**src/rtl/dwmf_pkg.sv**
```systemverilog
// shared types and constants for the distinct window marker finder
package dwmf_pkg;

  localparam int MaxWindow = 16;
  localparam int MaxLine   = 4096;

  localparam int LetterW = 5;
  localparam int WsizeW  = 5;
  localparam int PosW    = 13;

  localparam logic [WsizeW-1:0] WsizeReset = WsizeW'(4);
  localparam logic [WsizeW-1:0] WsizeMin   = WsizeW'(2);
  localparam logic [WsizeW-1:0] WsizeMax   = WsizeW'(MaxWindow);
  localparam logic [PosW-1:0]   PosLimit   = PosW'(MaxLine);

  typedef logic [LetterW-1:0] letter_t;
  typedef logic [WsizeW-1:0]  wsize_t;
  typedef logic [PosW-1:0]    pos_t;
  typedef letter_t            window_t [MaxWindow];

endpackage

```
**src/rtl/dwmf_distinct.sv**
```systemverilog
// pairwise compare of the newest window entries against each other
module dwmf_distinct
  import dwmf_pkg::*;
(
  input  window_t win,
  input  wsize_t  wsize,
  output logic    distinct
);

  always_comb begin
    distinct = 1'b1;
    for (int i = 0; i < MaxWindow; i++) begin
      for (int j = i + 1; j < MaxWindow; j++) begin
        // only pairs inside the active window count
        if ((WsizeW'(j) < wsize) && (win[i] == win[j])) begin
          distinct = 1'b0;
        end
      end
    end
  end

endmodule

```
**src/rtl/distinct_window_marker_finder.sv**
```systemverilog
// top level: sliding window all-distinct marker finder with output skid stage
// Takes one letter per cycle while in_stall is low, and reports via the output register the
// 1-based position of the first window of window_size letters that are all different; the
// whole update (window shift, count and the 16-entry pairwise compare) is done in the cycle
// the item is accepted, and a second output register lets the next item in while a result
// is still waiting. in_stall rises only when both output registers hold results. The window
// size is clamped to 2..16, and letters past position 4096 of a stream give no result.
module distinct_window_marker_finder
  import dwmf_pkg::*;
(
  input  logic          clk,
  input  logic          rst_n,
  input  logic          in_valid,
  output logic          in_stall,
  input  letter_t       in_letter,
  input  logic          in_start_of_stream,
  output logic          out_valid,
  input  logic          out_stall,
  output pos_t          out_marker_position,
  input  logic          cfg_valid,
  output logic          cfg_ready,
  input  wsize_t        cfg_window_size
);

  wsize_t  wsize_r;
  window_t win_r, win_nxt, win_base;
  pos_t    seen_r, seen_nxt, seen_base;
  logic    found_r, found_nxt, found_base;

  logic    out_valid_r, skid_valid_r;
  pos_t    out_pos_r, skid_pos_r;

  wsize_t  wsize_eff;
  logic    accept, out_take, distinct, hit, res_valid;

  assign cfg_ready = 1'b1;
  assign in_stall  = skid_valid_r;
  assign accept    = in_valid && !skid_valid_r;
  assign out_take  = out_valid_r && !out_stall;

  assign out_valid           = out_valid_r;
  assign out_marker_position = out_pos_r;

  always_comb begin
    wsize_eff = wsize_r;
    if (wsize_r < WsizeMin) begin
      wsize_eff = WsizeMin;
    end else if (wsize_r > WsizeMax) begin
      wsize_eff = WsizeMax;
    end
  end

  // a new stream starts from a cleared window and count
  always_comb begin
    for (int k = 0; k < MaxWindow; k++) begin
      win_base[k] = in_start_of_stream ? '0 : win_r[k];
    end
    seen_base  = in_start_of_stream ? '0 : seen_r;
    found_base = in_start_of_stream ? 1'b0 : found_r;

    win_nxt   = win_base;
    seen_nxt  = seen_base;
    found_nxt = found_base;
    if (seen_base < PosLimit) begin
      win_nxt[0] = in_letter;
      for (int k = 1; k < MaxWindow; k++) begin
        win_nxt[k] = win_base[k-1];
      end
      seen_nxt = seen_base + PosW'(1);
    end
  end

  dwmf_distinct u_distinct (
    .win      (win_nxt),
    .wsize    (wsize_eff),
    .distinct (distinct)
  );

  assign hit = (seen_base < PosLimit) && !found_base &&
               (seen_nxt >= PosW'(wsize_eff)) && distinct;
  assign res_valid = accept && hit;

  always_ff @(posedge clk) begin
    if (!rst_n) begin
      wsize_r <= WsizeReset;
    end else if (cfg_valid && cfg_ready) begin
      wsize_r <= cfg_window_size;
    end
  end

  always_ff @(posedge clk) begin
    if (!rst_n) begin
      seen_r  <= '0;
      found_r <= 1'b0;
    end else if (accept) begin
      seen_r  <= seen_nxt;
      found_r <= found_nxt || hit;
    end
  end

  always_ff @(posedge clk) begin
    if (accept) begin
      win_r <= win_nxt;
    end
  end

  // output register plus skid register
  always_ff @(posedge clk) begin
    if (!rst_n) begin
      out_valid_r  <= 1'b0;
      skid_valid_r <= 1'b0;
    end else if (!out_valid_r || out_take) begin
      if (skid_valid_r) begin
        out_valid_r  <= 1'b1;
        skid_valid_r <= 1'b0;
      end else begin
        out_valid_r <= res_valid;
      end
    end else if (res_valid) begin
      skid_valid_r <= 1'b1;
    end
  end

  always_ff @(posedge clk) begin
    if (!out_valid_r || out_take) begin
      out_pos_r <= skid_valid_r ? skid_pos_r : seen_nxt;
    end else if (res_valid) begin
      skid_pos_r <= seen_nxt;
    end
  end

  a_skid_behind_out: assert property (@(posedge clk) disable iff (!rst_n)
    skid_valid_r |-> out_valid_r)
    else $error("skid register holds an item while the output register is empty");

  a_pos_nonzero: assert property (@(posedge clk) disable iff (!rst_n)
    out_valid_r |-> (out_pos_r != '0) && (out_pos_r <= PosLimit))
    else $error("result position out of range");

  a_one_per_stream: assert property (@(posedge clk) disable iff (!rst_n)
    (accept && found_r && !in_start_of_stream) |-> !hit)
    else $error("second marker in one stream");

  a_window_full: assert property (@(posedge clk) disable iff (!rst_n)
    res_valid |-> (seen_nxt >= PosW'(wsize_eff)))
    else $error("marker reported before the window filled");

endmodule

```
**config.mk**
```make
export PLATFORM = sky130hd
export DESIGN_NAME = distinct_window_marker_finder
export DESIGN_NICKNAME = d
export VERILOG_FILES = /design/src/rtl/dwmf_pkg.sv /design/src/rtl/dwmf_distinct.sv /design/src/rtl/distinct_window_marker_finder.sv
export SDC_FILE = /design/constraint.sdc
export NUM_CORES = 1
export LEC_CHECK = 0
export ABC_AREA = 1
export BUFFER_PORTS_ARGS = -buffer_cell sky130_fd_sc_hd__clkbuf_2
export CELL_PAD_IN_SITES_DETAIL_PLACEMENT = 1
export CELL_PAD_IN_SITES_GLOBAL_PLACEMENT = 2
export CORE_MARGIN = 5
export CORE_UTILIZATION = 30
export DETAILED_ROUTE_END_ITERATION = 10
export PLACE_DENSITY = 0.87
export SLEW_MARGIN = 20
export SYNTH_ARGS = -nofsm -noshare
export SYNTH_HDL_FRONTEND = slang
export SYNTH_SLANG_ARGS = --single-unit
```
**constraint.sdc**
```tcl
create_clock -name clk -period 3.9 [get_ports clk]
set_clock_uncertainty 0.05 [all_clocks]
set_input_delay 0.195 -clock clk [delete_from_list [all_inputs] [get_ports clk]]
set_output_delay 0.195 -clock clk [all_outputs]
set_load 0.03 [all_outputs]
```
**Yosys cells after proc, flatten, opt, wreduce, memory -nomap -nowiden**

Index checks and enable logic that the tools add are counted.

- Flip-flop bits (word level): 127
- Input port bits: 16
- Output and inout port bits: 16

- Add/sub/neg operators: 1
- Order comparisons: 19
- Equality and inequality tests: 120
- Muxes and demuxes: 144
- Bitwise operators: 2
- Reduce and logical (&&, ||, !) cells: 134

Operators with widths:

| operator | count |
|---|---|
| 5-bit == test | 120 |
| 1-bit logical AND | 126 |
| 1-bit 2-to-1 mux | 122 |
| 5-bit 2-to-1 mux | 18 |
| 80-bit 2-to-1 mux | 1 |
| 4-bit by 5-bit < comparator with 1-bit output (first input constant) | 8 |
| 13-bit 2-to-1 mux | 3 |
| 3-bit by 5-bit < comparator with 1-bit output (first input constant) | 4 |
| 13-bit by 1-bit adder with 13-bit output (second input constant) | 1 |
| 13-bit by 5-bit >= comparator with 1-bit output | 1 |
| 13-bit < comparator (second input constant) | 1 |
| 2-bit by 5-bit < comparator with 1-bit output (first input constant) | 2 |
| 5-bit greater-than comparator (second input constant) | 1 |
| 1-bit by 5-bit < comparator with 1-bit output (first input constant) | 1 |
| 5-bit by 2-bit < comparator with 1-bit output (second input constant) | 1 |
| 1-bit logical NOT | 4 |
| 1-bit logical OR | 2 |
| 1-bit NOT | 2 |
| 2-bit AND reduction | 1 |
| 2-bit OR reduction | 1 |

**Longest topological paths before layout**

- Depth after elaboration: 128
- Mapped depth: 23
- Mapped depth without buffers: 20

**Hierarchy**

From an unflattened synthesis, not the netlist that was laid out.

- Cells, all modules: 2,552
- Area total of the unflattened synthesis: 15,387.3 um^2

Modules (own cells, without submodules):

| module | times used | cells each | area an instance (um^2) | seq. area each (um^2) |
|---|---|---|---|---|
| dwmf_distinct | 1 | 1,944 | 9,531.6 | 0.0 |
| distinct_window_marker_finder | 1 | 608 | 5,855.6 | 3,603.5 |

**Worst setup path before layout**

Ideal clock, no wire load.

- Kind: flip-flop to flip-flop
- From: reg seen_r[12]
- To: reg skid_pos_r[0] (enable)
- Data arrival time: 3.061 ns
- Data required time: 3.468 ns
- Setup slack: 0.406 ns
- Cell stages (with the launch flop): 24
- Buffers on the path: 4
- Period minus slack after synthesis: 3.494 ns
- Path through: dfxtp_1 -> buf_6 -> buf_6 -> buf_6 -> buf_2 -> nor3_1 -> nand3_1 -> xor2_1 -> inv_1 -> ha_1 -> nand2_1 -> nor2_1 -> nor2_1 -> nand2_1 -> nand2_1 -> nand2_1 -> nor2_1 -> nand2_1 -> nor2_1 -> nand2_1 -> nand3_1 -> nor2_1 -> nand3_1 -> nor2_1

RTL lines:

| what | line | RTL |
|---|---|---|
| start: declaration | distinct_window_marker_finder.sv:27 | `pos_t seen_r, seen_nxt, seen_base;` |
| start signal: assignment | distinct_window_marker_finder.sv:96 | `seen_r <= seen_nxt;` |
| 13-bit 2-to-1 mux | distinct_window_marker_finder.sv:58 | `seen_base = in_start_of_stream ? '0 : seen_r;` |
| 13-bit < comparator | distinct_window_marker_finder.sv:64 | `if (seen_base < PosLimit) begin` |
| 13-bit 2-to-1 mux | distinct_window_marker_finder.sv:64 |  |
| net seen_nxt[3] | distinct_window_marker_finder.sv:27 |  |
| 13-bit by 5-bit >= comparator with 1-bit output | distinct_window_marker_finder.sv:80 | `(seen_nxt >= PosW'(wsize_eff)) && distinct;` |
| 1-bit logical AND | distinct_window_marker_finder.sv:79 | `assign hit = (seen_base < PosLimit) && !found_base &&` |
| 1-bit logical AND | distinct_window_marker_finder.sv:80 |  |
| 1-bit logical AND | distinct_window_marker_finder.sv:81 | `assign res_valid = accept && hit;` |
| 2-bit AND reduction (no line) | - |  |
| end signal: assignment | distinct_window_marker_finder.sv:128 | `skid_pos_r <= seen_nxt;` |
| end: declaration | distinct_window_marker_finder.sv:31 | `pos_t out_pos_r, skid_pos_r;` |

The timed path passes the listed nets, and every way through them passes these cells.
A chain may end at the register's enable or synchronous reset.

==> key figures <==
Outcome
  – Outcome: completed

Yosys
  – Synth Area per Inst: 5.30 um^2
  – Netlist Area Pre-Place: 17500 um^2
  – Post-Syn Instances: 3294
  – Number of synthesized flops with an enable pin: 106
  – Area fraction of the dominant cell type after synthesis: 0.369
  – Yosys top cell by area: nand2_1
  – Most common cell in the netlist: nand2_1
  – Synth warn: 0
  – Synth top cells by count: nand2_1, nor2_1, nand3_1, inv_1, buf_2
  – Top cells by area, synth: nand2_1, edfxtp_1, nor2_1, nand3_1, buf_2
  – Syn Nets: 3316
  – Async S/R FF share, synth: 0
  – Post-synthesis sequential area ratio: 0.206
  – Synthesized flop and latch total: 127
  – Synth Flop Type: edfxtp_1
  – Synth cell types: 38

Die
  – Initial Util: 0.303
  – Core area: 57700 um^2
  – Chip Height: 251 um
  – Die area: 63200 um^2
  – I/O pin count: 32
  – Cell Rows: 88
  – DIE WIDTH: 251 um

Power
  – Switching Share: 0.445
  – Pleak: 10.3 nW
  – Cell Pwr Density: 275 nW/um^2
  – IR drop worst, VDD: 0.000359 V
  – Combinational share of power: 0.389
  – P_sw: 2.40 mW
  – P_int: 3.00 mW
  – Flop pwr share: 0.296
  – Clock power frac: 0.316

Worst hold path
  – Worst hold stages: 3
  – Hold Crit Class: input pin to register

Clock network
  – CTS root buf: clkbuf_16
  – Postcts setup bufs: 0
  – # H-tree levels: 4
  – Clock net sink count: 127
  – Clk buf depth: 2
  – TritonCTS buffer count: 17
  – CTS tree: yes
  – CTS clk-pin slew, worst paths: 0.07 ns
  – Worst-Skew Late Latency: 0.51 ns

Layout
  – Synth-to-layout area growth: 12.2%
  – Fraction of layout cells with a size suffix above 1: 0.106
  – Post-Route Utilization: 0.340
  – Fillers: 8110
  – Post-route design area: 19600 um^2
  – Final net count: 3354

Worst setup path
  – Worst Reg-to-Reg Cells: 19
  – Crit path largest cell delay: 0.45 ns
  – Crit. End Element: register
  – Worst path slowest cell: dfxtp_4
  – CP cell instances: buf_12 -> buf_4 -> nand2_1 -> nand2_2 -> nand2_4 -> inv_2 -> nand2_1 -> nand2_1 -> nor2_1 -> nand3b_1 -> nand2_1 -> nor2_1 -> nand2_1 -> nor2_1 -> nand2_1 -> nor2_1 -> nand3_2 -> nor2_1 -> buf_4
  – CP Max Fanout: 33
  – Worst path required time: 4.04 ns
  – Crit Path Category: register to register
  – Setup crit start kind: register
  – Arrival time worst endpoint: 3.90 ns
  – Most used cell, CP: nand2_1

Drt
  – ANT nets after route: 0
  – DR WL/cell: 24.8 um
  – Via/cell ratio: 5.69
  – Via count: 23400
  – Routed WL: 102 mm
  – Remaining DRCs: 0
  – Drt pass-1 iters: 5
  – DRT iter0 DRCs: 3245

Placement
  – Pre-CTS WS: -0.152 ns
  – Detailed Place HPWL: 71.2 mm
  – Port Buf Inserts: 30
  – DP Area: 18800 um^2
  – Gpl congestion: 1.05

STA
  – Tmin final: 3.75 ns
  – Final worst slack: 0.148 ns
  – Fmax: 267 MHz
  – Tcrit/Tclk final: 0.962
  – Final hold viol count: 0
  – Worst slew pin tran: 0.951 ns
  – Final Setup Violations: 0
  – RSZ-0062 raised after global routing: no
  – Slew headroom: 0.359
  – Pins Over Slew Limit: 0

GRT
  – Largest net degree at the start of global routing: 44
  – Vias in the first global route: 22200
  – Grt ovf: 0
  – Total track usage: 0.313
  – Antenna violations before repair: 3
  – First-pass GRT wire length: 148 mm

Job
  – MaxCap Viol Count: 0
-- timing repair --
item | in CTS | in global routing
endpoints found under the setup margin | 13 | 13
hold endpoints to repair | 8 | 0
hold buffers | 15 | 0
gates resized for setup | 2 | 5
-- through the flow --
stage / total power [mW] / hold slack, ns / cells / setup TNS (ns)
after floorplan: 2.84 / 0.259 / 3294 / 0
after global placement: 3.58 / 0.363 / 4063 / -1.29
after detailed placement: 3.60 / 0.391 / 4063 / -1.97
after CTS: 5.34 / 0.0148 / 4110 / 0
after global routing: 5.60 / 0.150 / 4110 / 0
final: 5.40 / 0.106 / 4111 / 0
-- logic make-up (layout without fill, tap and decap cells) --
family / Yosys count / after routing / synth area share
flops: 127 / 127 / 0.206
other cells: 1 / 2 / 0.000215
fa+ha+maj: 6 / 6 / 0.00430
compound gates: 223 / 223 / 0.0650
buf+inv: 363 / 414 / 0.111
xor+xnor: 53 / 53 / 0.0266
simple gates: 2521 / 2521 / 0.587
-- path summary, 6_finish.rpt --
path                                            endpoint               startpoint  slack (ns)
worst max register to register  skid_pos_r[12]$_DFFE_PP_  seen_r[12]$_SDFFE_PN0P_        0.15
worst min-delay path             wsize_r[4]$_SDFFE_PN0P_                cfg_valid        0.11
worst max-delay path            skid_pos_r[12]$_DFFE_PP_  seen_r[12]$_SDFFE_PN0P_        0.15
worst min register to register      found_r$_SDFFE_PN0P_     found_r$_SDFFE_PN0P_        0.43
-- layer usage --
metal,GRT usage,share of wire,vias up
met5,0,0.00013,-
met4,0.191,0.077,2
met3,0.0748,0.12,478
met2,0.469,0.41,1549
met1,0.407,0.39,11000
li1,-,-,10300
-- power by group through the flow --
stage	sequential [mW]	combinational, mW	clock (mW)
after floorplan	1.62	1.23	0
after global placement	1.62	1.95	0
after detailed placement	1.62	1.98	0
after CTS	1.59	2.00	1.74
after global routing	1.60	2.21	1.79
final	1.60	2.10	1.70
-- worst max-delay path, delay by kind of cell, from the launching register on --
family | cells | cell delay [ns]
flops | 1 | 0.45
simple gates | 15 | 1.89
buf+inv | 4 | 1.00
-- state kept, by name, summed over array words and instances (netlist names) --
name                 cells
win_r                   80
out_marker_position     13
seen_r                  13
skid_pos_r              13
wsize_r                  5
found_r                  1
in_stall                 1
out_valid                1
-- final cells by class --
type | count | area [um^2] | share of cell area
Clock inverter | 15 | 176 | 0.00900
Antenna cell | 1 | 2.50 | 0.000128
Tap cell | 765 | 957 | 0.0488
Multi-Input combinational cell | 2804 | 12000 | 0.611
Inverter | 152 | 581 | 0.0296
Timing Repair Buffer | 230 | 1880 | 0.0958
Sequential cell | 127 | 3610 | 0.184
Clock buffer | 17 | 425 | 0.0217
-- cell usage in the layout (no fill, tap or decap), types with 15 or more instances in the layout --
master / netlist / routed
clkbuf_2: 0 / 30
clkbuf_16: 0 / 17
inv_1: 141 / 141
nor2_2: 16 / 17
o21ai_0: 101 / 101
xnor2_1: 39 / 39
nand4_1: 20 / 20
o21ai_1: 64 / 64
nor2_1: 432 / 430
edfxtp_1: 106 / 106
buf_12: 0 / 15
nand2_2: 48 / 48
nand3b_1: 19 / 19
a21oi_1: 48 / 48
buf_4: 57 / 170
nand3_1: 233 / 232
nand2_1: 1716 / 1715
dlygate4sd3_1: 0 / 15
dfxtp_1: 21 / 20
No activity file was read; power rests on OpenSTA's default activity.
